==> src/rtl/core/upd_pkg.sv <==
// Package for the URL percent decoder: payload structs, escape phase codes,
// character constants and hex digit helpers. No dependencies.

package upd_pkg;

    // Character codes
    localparam logic [7:0] PCT_CHAR   = 8'h25;
    localparam logic [7:0] PLUS_CHAR  = 8'h2B;
    localparam logic [7:0] SPACE_CHAR = 8'h20;

    // Default depth of the group queue between front and back
    localparam int QUEUE_DEPTH = 4;

    // Most result bytes one input beat can cause
    localparam int GROUP_BYTES = 3;

    typedef struct packed {
        logic [7:0] text_byte;
        logic       end_of_text;
    } t_in;

    typedef struct packed {
        logic [7:0] decoded_byte;
        logic       final_byte;
    } t_out;

    // Result bytes of one input beat, carried through the queue
    typedef struct packed {
        logic [GROUP_BYTES-1:0][7:0] bytes;
        logic [1:0]                  count;
        logic                        last_grp;
    } t_group;

    typedef enum logic [1:0] {
        PH_IDLE  = 2'd0,
        PH_PCT   = 2'd1,
        PH_DIGIT = 2'd2
    } t_phase;

    // True for 0-9, A-F, a-f
    function automatic logic is_hex(input logic [7:0] c);
        return ((c >= 8'h30) && (c <= 8'h39)) ||
               ((c >= 8'h41) && (c <= 8'h46)) ||
               ((c >= 8'h61) && (c <= 8'h66));
    endfunction

    // Nibble value of a hex digit character
    function automatic logic [3:0] hex_nib(input logic [7:0] c);
        logic [7:0] v;
        if (c <= 8'h39) begin
            v = c - 8'h30;
        end else if (c <= 8'h46) begin
            v = c - 8'h37;
        end else begin
            v = c - 8'h57;
        end
        return v[3:0];
    endfunction

endpackage

==> src/rtl/core/upd_front.sv <==
// Front of the URL percent decoder: tracks the escape phase and turns each
// input beat into a group of zero to three result bytes.
// Depends on upd_pkg.

module upd_front (
    input  logic            i_clk,
    input  logic            i_rst_n,
    input  logic            i_accept,
    input  upd_pkg::t_in    i_data,
    output logic            o_push,
    output upd_pkg::t_group o_group
);

    upd_pkg::t_phase r_phase, n_phase;
    logic [7:0]      r_held,  n_held;

    logic [7:0] b;
    logic       b_hex;
    logic       b_pct;
    logic       last;

    assign b     = i_data.text_byte;
    assign b_hex = upd_pkg::is_hex(b);
    assign b_pct = (b == upd_pkg::PCT_CHAR);
    assign last  = i_data.end_of_text;

    // Next escape phase and held digit
    always_comb begin
        n_phase = r_phase;
        n_held  = r_held;
        if (i_accept) begin
            n_held = 8'h00;
            case (r_phase)
                upd_pkg::PH_PCT: begin
                    if (b_hex) begin
                        n_phase = upd_pkg::PH_DIGIT;
                        n_held  = b;
                    end else begin
                        n_phase = b_pct ? upd_pkg::PH_PCT : upd_pkg::PH_IDLE;
                    end
                end
                upd_pkg::PH_DIGIT: begin
                    n_phase = (b_pct && !b_hex) ? upd_pkg::PH_PCT : upd_pkg::PH_IDLE;
                end
                default: begin
                    n_phase = b_pct ? upd_pkg::PH_PCT : upd_pkg::PH_IDLE;
                end
            endcase
            if (last) begin
                n_phase = upd_pkg::PH_IDLE;
                n_held  = 8'h00;
            end
        end
    end

    // Result group of the current beat
    always_comb begin
        logic [1:0] n;
        logic       do_fresh;
        logic       pend_pct;
        logic       pend_dig;
        n        = 2'd0;
        do_fresh = 1'b0;
        pend_pct = 1'b0;
        pend_dig = 1'b0;
        o_group.bytes    = '0;
        o_group.last_grp = last;
        case (r_phase)
            upd_pkg::PH_PCT: begin
                if (b_hex) begin
                    pend_dig = 1'b1;
                end else begin
                    o_group.bytes[n] = upd_pkg::PCT_CHAR;
                    n = n + 2'd1;
                    do_fresh = 1'b1;
                end
            end
            upd_pkg::PH_DIGIT: begin
                if (b_hex) begin
                    o_group.bytes[n] = {upd_pkg::hex_nib(r_held), upd_pkg::hex_nib(b)};
                    n = n + 2'd1;
                end else begin
                    o_group.bytes[n] = upd_pkg::PCT_CHAR;
                    n = n + 2'd1;
                    o_group.bytes[n] = r_held;
                    n = n + 2'd1;
                    do_fresh = 1'b1;
                end
            end
            default: begin
                do_fresh = 1'b1;
            end
        endcase
        // Examine the byte afresh
        if (do_fresh) begin
            if (b_pct) begin
                pend_pct = 1'b1;
            end else begin
                o_group.bytes[n] = (b == upd_pkg::PLUS_CHAR) ? upd_pkg::SPACE_CHAR : b;
                n = n + 2'd1;
            end
        end
        // Flush anything held at end of text
        if (last && (pend_pct || pend_dig)) begin
            o_group.bytes[n] = upd_pkg::PCT_CHAR;
            n = n + 2'd1;
            if (pend_dig) begin
                o_group.bytes[n] = b;
                n = n + 2'd1;
            end
        end
        o_group.count = n;
        o_push = i_accept && (n != 2'd0);
    end

    always_ff @(posedge i_clk) begin
        if (!i_rst_n) begin
            r_phase <= upd_pkg::PH_IDLE;
            r_held  <= 8'h00;
        end else begin
            r_phase <= n_phase;
            r_held  <= n_held;
        end
    end

endmodule

==> src/rtl/core/upd_queue.sv <==
// Short queue of result groups between front and back of the decoder.
// Depends on upd_pkg.

module upd_queue #(
    parameter int DEPTH = upd_pkg::QUEUE_DEPTH
) (
    input  logic            i_clk,
    input  logic            i_rst_n,
    input  logic            i_push,
    input  upd_pkg::t_group i_group,
    input  logic            i_pop,
    output upd_pkg::t_group o_head,
    output logic            o_empty,
    output logic            o_full
);

    localparam int AW = (DEPTH > 1) ? $clog2(DEPTH) : 1;
    localparam int CW = $clog2(DEPTH + 1);

    upd_pkg::t_group r_mem [DEPTH];
    logic [AW-1:0]   r_wr, n_wr;
    logic [AW-1:0]   r_rd, n_rd;
    logic [CW-1:0]   r_cnt, n_cnt;

    assign o_empty = (r_cnt == '0);
    assign o_full  = (r_cnt == CW'(DEPTH));
    assign o_head  = r_mem[r_rd];

    // Advance pointers and occupancy
    always_comb begin
        n_wr  = r_wr;
        n_rd  = r_rd;
        n_cnt = r_cnt;
        if (i_push) begin
            n_wr = (r_wr == AW'(DEPTH - 1)) ? '0 : r_wr + 1'b1;
        end
        if (i_pop) begin
            n_rd = (r_rd == AW'(DEPTH - 1)) ? '0 : r_rd + 1'b1;
        end
        if (i_push && !i_pop) begin
            n_cnt = r_cnt + 1'b1;
        end else if (i_pop && !i_push) begin
            n_cnt = r_cnt - 1'b1;
        end
    end

    always_ff @(posedge i_clk) begin
        if (!i_rst_n) begin
            r_wr  <= '0;
            r_rd  <= '0;
            r_cnt <= '0;
        end else begin
            r_wr  <= n_wr;
            r_rd  <= n_rd;
            r_cnt <= n_cnt;
        end
    end

    // Store the pushed group
    always_ff @(posedge i_clk) begin
        if (i_push) begin
            r_mem[r_wr] <= i_group;
        end
    end

endmodule

==> src/rtl/core/upd_back.sv <==
// Back of the URL percent decoder: unpacks queued groups one byte per beat
// into the output register. Depends on upd_pkg.

module upd_back (
    input  logic            i_clk,
    input  logic            i_rst_n,
    input  upd_pkg::t_group i_head,
    input  logic            i_empty,
    output logic            o_pop,
    output logic            o_out_valid,
    input  logic            i_out_ready,
    output upd_pkg::t_out   o_out_data
);

    logic          r_valid, n_valid;
    upd_pkg::t_out r_data,  n_data;
    logic [1:0]    r_idx,   n_idx;
    logic          load;
    logic          grp_end;

    assign load    = !i_empty && (!r_valid || i_out_ready);
    assign grp_end = (r_idx == (i_head.count - 2'd1));
    assign o_pop   = load && grp_end;

    // Load the next byte of the head group, advance within it
    always_comb begin
        n_valid = r_valid;
        n_data  = r_data;
        n_idx   = r_idx;
        if (load) begin
            n_valid             = 1'b1;
            n_data.decoded_byte = i_head.bytes[r_idx];
            n_data.final_byte   = i_head.last_grp && grp_end;
            n_idx               = grp_end ? 2'd0 : r_idx + 2'd1;
        end else if (i_out_ready) begin
            n_valid = 1'b0;
        end
    end

    always_ff @(posedge i_clk) begin
        if (!i_rst_n) begin
            r_valid <= 1'b0;
            r_idx   <= 2'd0;
        end else begin
            r_valid <= n_valid;
            r_idx   <= n_idx;
        end
    end

    // Hold the output payload
    always_ff @(posedge i_clk) begin
        r_data <= n_data;
    end

    assign o_out_valid = r_valid;
    assign o_out_data  = r_data;

endmodule

==> src/rtl/core/url_percent_decoder.sv <==
// Top level of the URL percent decoder: front classifier, group queue, back
// unpacker. Depends on upd_pkg, upd_front, upd_queue, upd_back.
//
//   channel  | direction | handshake                   | payload
//   ---------+-----------+-----------------------------+---------------------------
//   input    | in        | i_in_valid / o_in_ready     | i_in_data  (t_in)
//   output   | out       | o_out_valid / i_out_ready   | o_out_data (t_out)
//
// One input beat is taken per cycle while the group queue has room; its
// results pass through the queue into the output register. The back emits
// one byte per cycle while the output is ready, so a group of two or three
// bytes (broken escape, end-of-text flush) stays at the queue head until its last byte is loaded.
// Reset is synchronous, active low, and clears the escape phase, queue and
// output valid. Output stalls back up through the queue to o_in_ready.

module url_percent_decoder #(
    parameter int QUEUE_DEPTH = upd_pkg::QUEUE_DEPTH
) (
    input  logic          i_clk,
    input  logic          i_rst_n,
    input  logic          i_in_valid,
    output logic          o_in_ready,
    input  upd_pkg::t_in  i_in_data,
    output logic          o_out_valid,
    input  logic          i_out_ready,
    output upd_pkg::t_out o_out_data
);

    logic            accept;
    logic            push;
    logic            pop;
    logic            q_empty;
    logic            q_full;
    upd_pkg::t_group grp;
    upd_pkg::t_group head;

    assign o_in_ready = !q_full;
    assign accept     = i_in_valid && !q_full;

    upd_front u_front (
        .i_clk    (i_clk),
        .i_rst_n  (i_rst_n),
        .i_accept (accept),
        .i_data   (i_in_data),
        .o_push   (push),
        .o_group  (grp)
    );

    upd_queue #(
        .DEPTH (QUEUE_DEPTH)
    ) u_queue (
        .i_clk   (i_clk),
        .i_rst_n (i_rst_n),
        .i_push  (push),
        .i_group (grp),
        .i_pop   (pop),
        .o_head  (head),
        .o_empty (q_empty),
        .o_full  (q_full)
    );

    upd_back u_back (
        .i_clk       (i_clk),
        .i_rst_n     (i_rst_n),
        .i_head      (head),
        .i_empty     (q_empty),
        .o_pop       (pop),
        .o_out_valid (o_out_valid),
        .i_out_ready (i_out_ready),
        .o_out_data  (o_out_data)
    );

endmodule

==> config.mk <==
export PLATFORM = sky130hd
export DESIGN_NAME = url_percent_decoder
export DESIGN_NICKNAME = d
export VERILOG_FILES = /design/src/rtl/core/upd_pkg.sv /design/src/rtl/core/upd_front.sv /design/src/rtl/core/upd_queue.sv /design/src/rtl/core/upd_back.sv /design/src/rtl/core/url_percent_decoder.sv
export SDC_FILE = /design/constraint.sdc
export NUM_CORES = 1
export LEC_CHECK = 0
export BUFFER_PORTS_ARGS = -buffer_cell sky130_fd_sc_hd__buf_2
export CAP_MARGIN = 20
export CORE_ASPECT_RATIO = 1.4
export CORE_MARGIN = 3
export CORE_UTILIZATION = 40
export CTS_CLUSTER_SIZE = 12
export DETAILED_ROUTE_END_ITERATION = 7
export GPL_TIMING_DRIVEN = 0
export HOLD_SLACK_MARGIN = 0.08
export PLACE_DENSITY = 0.59
export SLEW_MARGIN = 10
export SYNTH_ARGS = -nofsm -noshare
export SYNTH_HDL_FRONTEND = slang
export SYNTH_SLANG_ARGS = --single-unit
==> constraint.sdc <==
create_clock -name i_clk -period 8.2 [get_ports i_clk]
set_input_delay 0.82 -clock i_clk [delete_from_list [all_inputs] [get_ports i_clk]]
set_output_delay 0.82 -clock i_clk [all_outputs]
set_load 0.1 [all_outputs]
# After elaboration in Yosys (flattened, before gate mapping)

Memories as Yosys holds them, arrays and structs flattened. A register that Yosys moved wholly into a read port is not among the register bits.
Cells that the tools add are included.
W data, S select, Z words.

Equal/unequal tests: 8
Mux-type cells: 56
Reductions and logical operators: 30
Bitwise gates (word level): 3
Magnitude comparators: 15
Add/subtract/negate cells: 15

Operators by type and width:

| cell                  | number |
|---|---|
| $mux W24              | 4 |
| $mux W8               | 11 |
| $bwmux W24            | 2 |
| $demux W8 S2          | 3 |
| $le A8 B7 Y1 const B  | 3 |
| $mux W2               | 12 |
| $bmux W8 S2           | 1 |
| $eq A8 B6 Y1 const B  | 2 |
| $ge A8 B7 Y1 const B  | 2 |
| $le A8 B6 Y1 const B  | 2 |
| $mux W4               | 4 |
| $pmux W8 S2           | 1 |
| $sub A4 B3 Y4 const B | 4 |
| $and A15 B15 Y15      | 1 |
| $logic_and A1 B1 Y1   | 15 |
| $not A15 Y15          | 1 |
| $mux W1               | 13 |
| $add A2 B1 Y2 const B | 6 |
| $lt A2 B3 Y1 const B  | 4 |
| $or A9 B9 Y9          | 1 |
| $ge A8 B6 Y1 const B  | 1 |
| $pmux W2 S2           | 2 |
| $sub A4 B1 Y4 const B | 2 |
| $eq A2 B2 Y1 const B  | 3 |
| other kinds (14)      | 27 |

Output and inout port bits: 11
Memories: 1
Input bits: 13
Flip-flop bits (word level): 29
Bits in writable memories: 108

Memory list:

| memory        | words | width | read ports | clocked after memory_dff | write ports | RTL line        | source |
|---|---|---|---|---|---|---|---|
| u_queue.r_mem | 4     | 27    | 1          | 1                        | 1           | upd_queue.sv:20 | `upd_pkg::t_group r_mem [DEPTH];` |

# Longest topological paths before layout

Gate-level depths: netlist (run 1).

Word-level depth: 19
Depth in mapped cells: 23

# Modules after synthesis

Synthesis (run 1) repeated with hierarchy kept, for this count alone.

Cells, all modules: 451
Area total of the unflattened synthesis: 6612.6 um^2

By module, submodules not included:

| module              | instances | sequential area each (um^2) | area an instance (um^2) | cells each |
|---|---|---|---|---|
| upd_queue           | 1         | 3423.3                      | 4401.7                  | 185 |
| upd_front           | 1         | 200.2                       | 1579.0                  | 206 |
| upd_back            | 1         | 330.3                       | 621.8                   | 58 |
| url_percent_decoder | 1         | 0.0                         | 10.0                    | 2 |

# Worst setup path after synthesis (run 1)

Ideal clock, no wire load.

Path kind: input port to flip-flop
Start point: input i_in_data[7] (netlist bit)
End point: register u_queue.r_cnt[2]
Data arrival time: 5042 ps
Cell stages on the path: 21
Setup slack: 3082 ps
Required time: 8124 ps
Library setup time: 76 ps
Path buffers: 1
Path through: or4bb_2 > a21oi_2 > or2_2 > buf_2 > a21o_1 > ha_1 > and3b_4 > nand2_1 > and2_1 > ha_1 > nor2b_1 > nor3_1 > o31ai_1 > o31ai_4 > o22ai_4 > ha_1 > inv_1 > fa_1 > xor2_1 > or3_1 > a21boi_0

Word-level cells in the longest chain between the ends: 18
Elaborated cells on any way between the ends: 37
Those cells by class: add/sub: 3; order compare: 6; eq/ne: 1; mux: 14; reduce/logical: 13

Ends and longest elaborated chain:

| item                                   | RTL line                         | source |
|---|---|---|
| start: declaration                     | url_percent_decoder.sv:23        | `input upd_pkg::t_in i_in_data,` |
| $ge A8 B6 Y1 (tied with other cells)   | upd_pkg.sv:42                    | `return ((c >= 8'h30) && (c <= 8'h39)) \|\|` |
| $logic_and A1 B1 Y1 (on tied branches) | upd_pkg.sv:42, upd_pkg.sv:43     |  |
| $logic_or A1 B1 Y1                     | upd_pkg.sv:42                    |  |
| $logic_or A1 B1 Y1                     | upd_pkg.sv:43                    | `((c >= 8'h41) && (c <= 8'h46)) \|\|` |
| $mux W2 or $mux W1 (tied branches)     | upd_front.sv:79, upd_front.sv:70 |  |
| $pmux W2 S2                            | upd_front.sv:68                  | `case (r_phase)` |
| $add A2 B1 Y2                          | upd_front.sv:100                 | `n = n + 2'd1;` |
| $mux W2                                | upd_front.sv:96                  | `if (b_pct) begin` |
| [3 not listed]                         | -                                |  |
| $mux W2                                | upd_front.sv:107                 | `if (pend_dig) begin` |
| $mux W2 *                              | upd_front.sv:104                 | `if (last && (pend_pct \|\| pend_dig)) begin` |
| $reduce_bool A2 Y1 *                   | upd_front.sv:113                 | `o_push = i_accept && (n != 2'd0);` |
| $logic_and A1 B1 Y1 *                  | upd_front.sv:113                 |  |
| named net push                         | url_percent_decoder.sv:30        | `logic push;` |
| $logic_not A1 Y1                       | upd_queue.sv:42                  | `end else if (i_pop && !i_push) begin` |
| $logic_and A1 B1 Y1                    | upd_queue.sv:42                  |  |
| $reduce_bool A2 Y1 (no line)           | -                                |  |
| end signal: assignment                 | upd_queue.sv:55                  | `r_cnt <= n_cnt;` |
| end: declaration                       | upd_queue.sv:23                  | `logic [CW-1:0] r_cnt, n_cnt;` |

The timed path passes the listed nets; every way through them passes the cells marked *.
A chain may end at the register's enable or synchronous reset.

# Final worst setup path (run 1)

Start point: input i_in_data[1] (netlist bit)
End point: register u_queue.r_cnt[2]

Same word-level chain as after synthesis.

==> results of run 1 <==
## Yosys cell counts, types with 7 or more instances
| master | instances |
|---|---|
| o22ai_1 | 9 |
| edfxtp_1 | 117 |
| inv_1 | 26 |
| a22oi_1 | 10 |
| xnor2_1 | 7 |
| and2_1 | 10 |
| nor2_1 | 14 |
| o21ai_0 | 9 |
| mux4_2 | 27 |
| clkbuf_1 | 9 |
| nor3_1 | 8 |
| a21oi_1 | 10 |
| mux2i_1 | 13 |
| nor2b_1 | 17 |
| dfxtp_1 | 22 |
| nand2_1 | 26 |
| ha_1 | 21 |
## per-stage QoR
step	utilization, %	setup WS [ns]	hold slack (ns)	power (W)	area, um2
6_report	46.75	2.651	0.4845	0.002324	7592
5_1_grt	46.75	2.285	0.5289	0.002432	7592
4_1_cts	46.75	2.699	0.4862	0.002352	7592
3_5_place_dp	43.31	2.282	0.4793	0.001640	7033
3_3_place_gp	43.27	1.988	0.4625	0.001623	7028
2_1_floorplan	-	3.082	0.4610	0.001488	6669
## final cells by class
cell class | instances | area (um2)
Fill cell | 1449 | 8648
Buffer | 21 | 137.6
Multi-Input combinational cell | 277 | 2485
Timing Repair Buffer | 22 | 110.1
Clock buffer | 18 | 429.2
Clock inverter | 14 | 130.1
Inverter | 26 | 97.59
Sequential cell | 139 | 3954
Tap cell | 199 | 249.0
## worst max-delay path, cell delays in order
cell and delay [ns]:
buf_2 0.25, inv_1 0.11, ha_1 0.22, nor3b_1 0.16, nor3_2 0.56, or2_2 0.22, buf_2 0.22, a21o_1 0.17
ha_1 0.25, and3b_4 0.34, nand2_1 0.05, and2_1 0.18, ha_1 0.27, nor2b_1 0.11, nor3_1 0.06, o31ai_1 0.13
o31ai_4 0.16, o22ai_4 0.24, ha_1 0.23, inv_1 0.07, fa_1 0.39, xor2_1 0.19, or3_1 0.30, a21boi_0 0.16
## registers in the layout (all words and copies together) (netlist names), named ones only
signal / cells
u_front.r_phase: 2
u_back.o_out_data: 9
u_queue.r_rd: 2
u_back.o_out_valid: 1
u_front.r_held: 8
u_queue.r_wr: 2
u_back.r_idx: 2
u_queue.r_mem: 108
u_queue.r_cnt: 3
## power by group through the flow
| stage | clock network [W] | registers (W) | logic (W) |
|---|---|---|---|
| final | 0.000714 | 0.000917 | 0.000693 |
| after CTS | 0.000724 | 0.000919 | 0.000709 |
| after detailed placement | 0 | 0.000933 | 0.000707 |
| after floorplan | 0 | 0.00111 | 0.000376 |
| after global placement | 0 | 0.000929 | 0.000694 |
| after global routing | 0.000756 | 0.000929 | 0.000746 |
## cell families after synthesis
group	after synthesis	share of synthesized area [%]
flops	139	59.29
simple gates	115	9.793
compound gates	92	11.03
buf+inv	47	3.527
mux	40	11.07
fa+ha+maj	22	4.240
xor+xnor	8	1.051
## worst max path at each step
stage	from	endpoint	slack, ns	cells past startpoint
4_1_cts	i_in_data[1]	u_queue.r_cnt[2]	2.70	24
5_1_grt	i_in_data[1]	u_queue.r_cnt[2]	2.28	24
6_report	i_in_data[1]	u_queue.r_cnt[2]	2.65	24
2_1_floorplan	i_in_data[7]	u_queue.r_cnt[2]	3.08	21
3_5_place_dp	i_in_data[1]	u_queue.r_cnt[2]	2.28	24
3_3_place_gp	i_in_data[1]	u_queue.r_mem[1][22]	1.99	19
## per-layer routing
| metal | global-route usage (%) | routed length, um | vias to the layer above |
|---|---|---|---|
| met5 | 0 | 0 | - |
| met4 | 5.873 | 230 | 0 |
| met3 | 2.287 | 448 | 15 |
| met2 | 29.08 | 8026 | 83 |
| met1 | 20.03 | 5712 | 1971 |
| li1 | - | - | 1868 |
==> impl_results.md, run 1 <==
- Initial DRC count: 284
- Kind of critical path: in2reg
- Setup violations, final: 0
- Syn_nets: roughly 500
- Synth warnings: 0
- Fin nets: 539
- Num CTS Buffers: 17
- Commonest cells after routing, fill and taps aside: edfxtp_1 (117), mux4_2 (27), nand2_1 (26), inv_1 (26), buf_2 (25)
- Final Non-Filler Cells: 716
- Port bufs: 22
- Vias per inst: approximately 5.5
- Part of the power in registers: 39.5%
- Final hold vios: 0
- Row Count: 55
- Placed cell count: 684
- GRT Util Overall: roughly 16%
- Cell internal pwr: 0.001554 W
- Critical Path RT: 8.54 ns
- Fmax: 180.2 MHz
- Clk slew on worst S/H paths: 0.06 ns
- Gp weighted congestion: 0.8804
- Most common cell after layout, fill and taps aside: edfxtp_1
- Reg2Reg Depth: 19
- Synthesis-stage register bit count: 139
- Die area: between 0.015 and 0.02 mm2
- Tcrit/Tclk final: 67.67%
- Mapped Cells: 463
- Critical Path End Type: register
- RSZ-0062 raised after global routing: no
- Vias in the first global route: 4081
- H-tree depth: 4
- Avg Cell Area, Syn: 14.40 um2
- Area overhead of the layout relative to synthesis: 13.85%
- Main synth FF type: edfxtp_1
- First-pass GRT wire length: 22630 um
- ANT nets after route: 0
- Width of the die: between 100 and 150 um
- Synth top area share: around 53%
- Hold_sp: u_back.o_out_valid
- FF-to-FF Start: u_front.r_phase[1]
- Synth unique cells: 69
- PwrDens: 306.2 mW/mm2
- DRC violations left: 0
- Max-slew headroom: about 42%
- Skew final: about 0.014 ns
- Clock sinks: 139
- Peak supply drop: roughly 0.00012 V
- Via Count: roughly 4k
- Ant. Diodes: 0
- Top Ports: 24
- DR WL/cell: around 20 um
- Register area share after synthesis: around 60%
- Setup bufs post-CTS: 0
- R2R Setup Slk: 3.68 ns
- Final wirelength: 14420 um
- Hold endpoint: u_back.o_out_valid
- Layout cells sized above 1: a little over a fifth
- CP Launch Type: primary input
- Outcome: completed
- Asr flop ratio synth: 0%
- Clock power frac: 30.7%
- Mapped cell area: between 0.006 and 0.007 mm2
- Arrival @ worst endpoint: 5.88 ns
- Max-cap viol count: 0
- Sw frac: 33.14%
- Initial core utilization: 41.06%
- Hold Buf Count CTS: 0
- Clock Tree Buf Depth: 2
- Resized cells post-CTS: 0
- Die height: 158.8 um
- Detailed placement HPWL: 10290 um
- Final min period: 5.549 ns
- CTS tree: done
- Number of synthesized flops with an enable pin: around 120
- Total grt overflow: 0
- Critical R2R Capture: u_queue.r_cnt[2]
- Static Leakage: 2.663 nW
- Top cells by area, synth: edfxtp_1 (53%), mux4_2 (9.1%), dfxtp_1 (6.6%)
- DRT Pass-1 Iters: 4
- Logic pwr share: 29.8%
- Max Slew Vio Count: 0
- P_sw: slightly below 0.0008 W
- Clock root buffer: clkbuf_16
- Setup TNS: 0 ns
- Initial antenna violation count: 0
- Worst hold path class: reg2reg
- Core area: 0.01624 mm2
- Worst-Margin Slew: approximately 0.87 ns
- Worst-skew pair later-pin latency: between 0.4 and 0.5 ns
- Hold depth: 2
- Largest net degree at the start of global routing: 28
- Critical path peak fanout: 10
- Yosys top cell by area: edfxtp_1
(Power assumes the default switching activity.)
==> run 2: changes to the inputs <==
--- a/config.mk
+++ b/config.mk
@@ -5,6 +5,7 @@
 export SDC_FILE = /design/constraint.sdc
 export NUM_CORES = 1
 export LEC_CHECK = 0
+export ABC_AREA = 1
 export BUFFER_PORTS_ARGS = -buffer_cell sky130_fd_sc_hd__buf_2
 export CAP_MARGIN = 20
 export CORE_ASPECT_RATIO = 1.4
==> constraint.sdc (replaced) <==
create_clock -name i_clk -period 5.4 [get_ports i_clk]
set_input_delay 0.54 -clock i_clk [delete_from_list [all_inputs] [get_ports i_clk]]
set_output_delay 0.54 -clock i_clk [all_outputs]
set_load 0.1 [all_outputs]
==> impl_results.md, run 2 <==
- Max-cap viol count: 0 (unchanged)
- Crit path max-delay cell type: fa_1
- ANT nets after route: 0 (unchanged)
- Post-Place Worst Slack: 0.7886 ns (-1.494 ns)
- Final setup margin: 1.202 ns (-1.450 ns)
- Ant. Diodes: 0 (unchanged)
- Tcrit/Tclk final: 77.75%
- GR peak layer: met2
- Outcome: completed
- DRC violations left: 0 (unchanged)
- Met3 Resource Use GR: 3.480% (+1.2 points)
- GRT Util Overall: 19.07% (+2.7 points)
- RSZ-0062 raised after global routing: no
- Final min period: 4.198 ns
- Fin nets: 716 (+33%)
- Area overhead of the layout relative to synthesis: 16.08%
- Width of the die: 114.7 um (-0.35%)
- Critical path buffer and inverter count: 8 (+4)
- Register area share after synthesis: 59.72% (+0.44 points)
- DRT Pass-1 Iters: 6 (+2)
- Most common cell after layout, fill and taps aside: edfxtp_1
- CTS tree: done
- Resized cells post-CTS: 0 (unchanged)
- PwrDens: 466.7 mW/mm2 (+52%)
- Final hold vios: 0 (unchanged)
- GRT met2 Usage: 34.89% (+5.8 points)
- Final wirelength: 16930 um (+17%)
- Vias per inst: 5.487 (-0.21%)
- Clock Tree Buf Depth: 2 (unchanged)
- Layout Cell Area excl Fill: 0.007685 mm2 (+1.2%)
- Static Leakage: 2.869 nW (+7.7%)
- Layout cells sized above 1: 14.55% (-7.3 points)
- Hold Buf Count CTS: 0 (unchanged)
- Clk slew on worst S/H paths: 0.06 ns (about the same)
- Fin Hold WS: 0.4592 ns (-0.02531 ns)
- Final Core Density: 47.52% (+0.77 points)
- Top delay family on crit path: adder cells
- Clock sinks: 139 (unchanged)
- Worst-skew pair later-pin latency: 0.41 ns (about the same)
- Asr flop ratio synth: 0% (unchanged)
- DR WL/cell: 18.96 um (-5.9%)
- Synthesis-stage register bit count: 139 (unchanged)
- Worst hold path class: in2reg
- Die area: 0.01815 mm2 (-0.70%)
- Via Count: 4900 (+24%)
- Kind of critical path: in2reg
- Critical Path End Type: register
- Mapped Cells: 636 (+37%)
- Critical path peak fanout: 10 (unchanged)
- Yosys top cell by area: edfxtp_1
- CP Launch Type: primary input
- Setup bufs post-CTS: 0 (unchanged)
- Peak supply drop: 0.0003738 V (+200%)
- Main synth FF type: edfxtp_1
- Arrival @ worst endpoint: 4.50 ns (-1.38 ns)
- Fmax: 238.2 MHz
- First-pass GRT wire length: 25790 um (+14%)
- Initial DRC count: 320 (+13%)
- Largest Register: u_queue.r_mem
- Top Ports: 24 (unchanged)
- Most common cell in the netlist: edfxtp_1
- Initial core utilization: 40.94% (-0.13 points)
- Num CTS Buffers: 17 (unchanged)
- Total grt overflow: 0 (unchanged)
- Row Count: 55 (unchanged)
- Max Slew Vio Count: 0 (unchanged)
- Synth unique cells: 40 (-42%)
- Cell area after placement: 0.007109 mm2 (+1.1%)
- GR Layer Usage met1: 21.12% (+1.1 points)
- Detailed placement HPWL: 12320 um (+20%)
- Die height: 158.2 um (-0.35%)
- Synth top area share: 53.07% (+0.39 points)
- CP max stage delay: 0.41 ns (-0.15 ns)
- H-tree depth: 4 (unchanged)
- Port bufs: 21 (-4.5%)
- Skew final: 0.01007 ns (-0.003632 ns)
- Core area: 0.01617 mm2 (-0.42%)
- Top cells by area, synth: edfxtp_1 (53%), dfxtp_1 (6.7%), o21ai_0 (5.7%)
- Initial antenna violation count: 0 (unchanged)
- Flip-flop count of the largest register after layout: 108 (unchanged)
- Gp weighted congestion: 0.8545 (-2.9%)
- Number of synthesized flops with an enable pin: 117 (unchanged)
- Worst-Margin Slew: 0.8805 ns (+0.01548 ns)
- Mapped cell area: 0.006620 mm2 (-0.73%)
- Syn_nets: 671 (+35%)
- Avg Cell Area, Syn: 10.41 um2 (-28%)
- Setup violations, final: 0 (unchanged)
- Clock root buffer: clkbuf_16
- Commonest cells post-synth: edfxtp_1 (117), nor2_1 (82), o21ai_0 (76)
- Largest net degree at the start of global routing: 25 (-11%)
- Setup TNS: 0 ns (unchanged)
- Vias in the first global route: 4757 (+17%)
- Critical Path RT: 5.70 ns (-2.84 ns)
- Synth warnings: 0 (unchanged)
- Max-slew headroom: 41.08% (-1.2 points)
- Commonest cells after routing, fill and taps aside: edfxtp_1 (117), nor2_1 (78), o21ai_0 (76)
-- run 2: changes by cell type after synthesis, moves of 16 or more --
cell	before	now
nor2_1	14	82
o21ai_0	9	76
nand2_1	26	74
inv_1	26	57
mux4_2	27	0
nand3_1	5	28
nor2b_1	17	0
a21oi_1	10	26
-- run 2: cell type report --
class                      instances  area (um2)
fill                            1450        8487
multi-input combinational        407        2357
clock buffer                      18       429.2
sequential                       139        3954
clock inverter                    14       146.4
inverter                          68       257.7
buffer                            22       87.58
tap                              199       249.0
timing repair buffer              26       203.9
-- run 2: cells by family (layout without fill, tap and decap cells) --
logic type / Yosys count / after routing / synth area share [%]
flip-flops: 139 / 139 / 59.72
AO/OA/AOI/OAI: 162 / 162 / 14.53
XOR/XNOR: 6 / 6 / 0.7938
AND/OR/NAND/NOR: 217 / 217 / 15.46
buffers and inverters: 90 / 148 / 5.216
adder cells (fa/ha/maj): 22 / 22 / 4.271
-- run 2: path summary, 6_finish.rpt --
path         cells past startpoint           endpoint  slack (ns)               start
max                             30   u_queue.r_cnt[1]        1.20        i_in_data[1]
min                              3  u_front.r_held[6]        0.46        i_in_data[7]
max reg2reg                     25   u_queue.r_cnt[1]        1.54  u_front.r_phase[0]
min reg2reg                      2  u_front.r_held[7]        0.48   u_front.r_held[7]
-- run 2: report_power, final --
group          internal (W)  switching (W)
sequential          0.00134      0.0000465
clock              0.000681       0.000447
combinational      0.000253       0.000819
-- run 2: routing by layer --
metal  wire length, um  vias to the layer above
met5                 0                        -
met1              6540                     2372
met2              9117                      152
li1                  -                     2349
met3               769                       27
met4               500                        0
-- run 2: worst min-delay path, cell delays in order --
cell	delay, ns
buf_2	0.14
nand3_1	0.08
a21oi_1	0.05
-- run 2: stage by stage --
| stage | cells | power [W] |
|---|---|---|
| floorplan | 636 | 0.002167 |
| global placement | 856 | 0.002429 |
| detailed placement | 861 | 0.002484 |
| CTS | 893 | 0.003604 |
| global route | 893 | 0.003735 |
| finish | 893 | 0.003587 |
==> run 3: changes to the inputs <==
--- a/config.mk
+++ b/config.mk
@@ -5,7 +5,7 @@
 export SDC_FILE = /design/constraint.sdc
 export NUM_CORES = 1
 export LEC_CHECK = 0
-export ABC_AREA = 1
+export ABC_AREA = 0
 export BUFFER_PORTS_ARGS = -buffer_cell sky130_fd_sc_hd__buf_2
 export CAP_MARGIN = 20
 export CORE_ASPECT_RATIO = 1.4
@@ -15,7 +15,7 @@
 export DETAILED_ROUTE_END_ITERATION = 7
 export GPL_TIMING_DRIVEN = 0
 export HOLD_SLACK_MARGIN = 0.08
-export PLACE_DENSITY = 0.59
+export PLACE_DENSITY = 0.61
 export SLEW_MARGIN = 10
 export SYNTH_ARGS = -nofsm -noshare
 export SYNTH_HDL_FRONTEND = slang
==> constraint.sdc (replaced) <==
create_clock -name i_clk -period 3.6 [get_ports i_clk]
set_input_delay 0.36 -clock i_clk [delete_from_list [all_inputs] [get_ports i_clk]]
set_output_delay 0.36 -clock i_clk [all_outputs]
set_load 0.1 [all_outputs]
==> impl_results.md, run 3 (same netlist as run 1, synthesis figures left out) <==
- Core area: 0.01624 mm2 (+0.43%)
- ANT nets after route: 0 (unchanged)
- Worst-Margin Slew: 0.8890 ns (+0.008464 ns)
- Arrival @ worst endpoint: 4.24 ns (-0.26 ns)
- DR WL/cell: 20.69 um (+9.2%)
- Worst hold path class: in2reg
- Die area: 0.01828 mm2 (+0.70%)
- Ant. Diodes: 0 (unchanged)
- GRT Util Overall: 17.15% (-1.9 points)
- Port bufs: 22 (+4.8%)
- Gp weighted congestion: 0.8878 (+3.9%)
- H-tree depth: 4 (unchanged)
- Flip-flop count of the largest register after layout: 108 (unchanged)
- Max-slew headroom: 40.74% (-0.35 points)
- Critical Path End Type: register
- Via Count: 4088 (-17%)
- Initial DRC count: 269 (-16%)
- Die height: 158.8 um (+0.35%)
- Violated checks: setup timing
- Top Ports: 24 (unchanged)
- Commonest cells after routing, fill and taps aside: edfxtp_1 (117), mux4_2 (27), nand2_1 (24)
- Layout cells sized above 1: 31.73% (+17 points)
- Setup TNS: -5.573 ns (-5.573 ns)
- Critical Path RT: 3.94 ns (-1.76 ns)
- Clk slew on worst S/H paths: 0.06 ns (about the same)
- Initial antenna violation count: 0 (unchanged)
- Kind of critical path: in2reg
- Area overhead of the layout relative to synthesis: 21.95%
- Largest net degree at the start of global routing: 28 (+12%)
- PwrDens: 675.8 mW/mm2 (+45%)
- Vias per inst: 5.517 (+0.54%)
- Fmax: 256.9 MHz
- Vias in the first global route: 4380 (-7.9%)
- Worst-skew pair later-pin latency: 0.41 ns (about the same)
- Clock root buffer: clkbuf_16
- Final wirelength: 15330 um (-9.4%)
- Final setup margin: -0.2933 ns (-1.495 ns)
- Width of the die: 115.1 um (+0.35%)
- Max-cap viol count: 0 (unchanged)
- Row Count: 55 (unchanged)
- Critical path peak fanout: 5 (-5)
- Skew final: 0.005811 ns (-0.004256 ns)
- Setup violations, final: 56 (+56)
- Total grt overflow: 0 (unchanged)
- First-pass GRT wire length: 23800 um (-7.7%)
- Num CTS Buffers: 17 (unchanged)
- Final hold vios: 0 (unchanged)
- Largest Register: u_queue.r_mem
- Max Slew Vio Count: 0 (unchanged)
- DRC violations left: 0 (unchanged)
- RSZ-0062 raised after global routing: yes
- CP Launch Type: primary input
- Initial core utilization: 41.06% (+0.13 points)
- Fin Hold WS: 0.2288 ns (-0.2304 ns)
- Fin nets: 564 (-21%)
- Most common cell after layout, fill and taps aside: edfxtp_1
- Peak supply drop: 0.0002639 V (-29%)
- Tcrit/Tclk final: 108.1%
- CTS tree: done
- Detailed placement HPWL: 10220 um (-17%)
- Clock sinks: 139 (unchanged)
- Outcome: finished with violations
- Final min period: about 4 ns
- Static Leakage: 2.861 nW (-0.28%)
- DRT Pass-1 Iters: 4 (-2)
- Clock Tree Buf Depth: 2 (unchanged)
==> run 3: cell types whose count changed in the layout (fill, tap and decap cells not counted), sizes merged, moves of 19 or more <==
cell / previous run / this run
nor2: 86 / 14
nand3: 34 / 5
mux4: 0 / 27
inv: 69 / 29
buf: 29 / 48
o21ai: 83 / 11
nand2: 89 / 26
==> run 3: through the flow <==
stage	power (W)	std cells	setup slack [ns]	cell area (um2)	utilization, %
global placement	0.003718	684	-1.267	7139	43.96
CTS	0.005520	733	-0.4095	8025	49.41
floorplan	0.003416	463	-0.7521	6780	-
detailed placement	0.003752	684	-1.360	7139	43.96
finish	0.005496	741	-0.2933	8133	50.08
global route	0.005745	741	-0.4330	8133	50.08
==> run 3: repair_timing <==
item / in CTS / in global routing
resized for setup: 40 / 18
setup endpoints to repair: 171 / 167
hold buffers: 0 / 0
gates cloned: 3 / 3
pin swaps: 19 / 12
setup buffers: 15 / 8
==> run 3: final timing paths <==
kind              slack, ns               start  depth (start not counted)            endpoint
setup / recovery      -0.29        i_in_data[8]                         21    u_queue.r_cnt[2]
hold / removal         0.23         i_out_ready                          4  u_back.o_out_valid
hold reg to reg        0.48  u_back.o_out_valid                          2  u_back.o_out_valid
setup reg to reg      -0.27  u_front.r_phase[1]                         21    u_queue.r_cnt[2]
==> run 3: layout make-up <==
type                            instances  area (um2)
Sequential cell                       139        3955
Tap cell                              199       249.0
Clock inverter                         15       172.7
Timing Repair Buffer                   42       307.8
Inverter                               26       102.6
Buffer                                 20       133.9
Multi-Input combinational cell        283        2786
Clock buffer                           17       425.4
Fill cell                            1402        8108
==> run 3: critical path, stage by stage <==
cell      delay, ns
buf_8          0.10
or4b_4         0.54
nor3_4         0.25
or2_4          0.18
a21o_1         0.17
ha_4           0.22
and3b_4        0.30
nand2_2        0.04
and2_4         0.14
ha_4           0.22
nor2b_4        0.11
nor3_2         0.04
o31ai_2        0.09
o31ai_4        0.14
o22ai_4        0.18
ha_4           0.17
inv_2          0.03
fa_2           0.32
xor2_1         0.18
or3_1          0.32
a21boi_1       0.12
==> run 3: where the power goes <==
part	internal [W]	total [W]	switching, W	leakage [nW]
logic	0.000576	0.00167	0.00109	1.33
clock network	0.00109	0.00174	0.000648	0.281
registers	0.00202	0.00209	0.0000735	1.25
==> run 3: per-layer routing <==
layer | track usage [%] | wire [um] | up-vias
li1 | - | - | 1926
met1 | 20.09 | 6095 | 2052
met2 | 30.40 | 8330 | 89
met3 | 2.936 | 535 | 21
met4 | 7.154 | 371 | 0
met5 | 0 | 0 | -
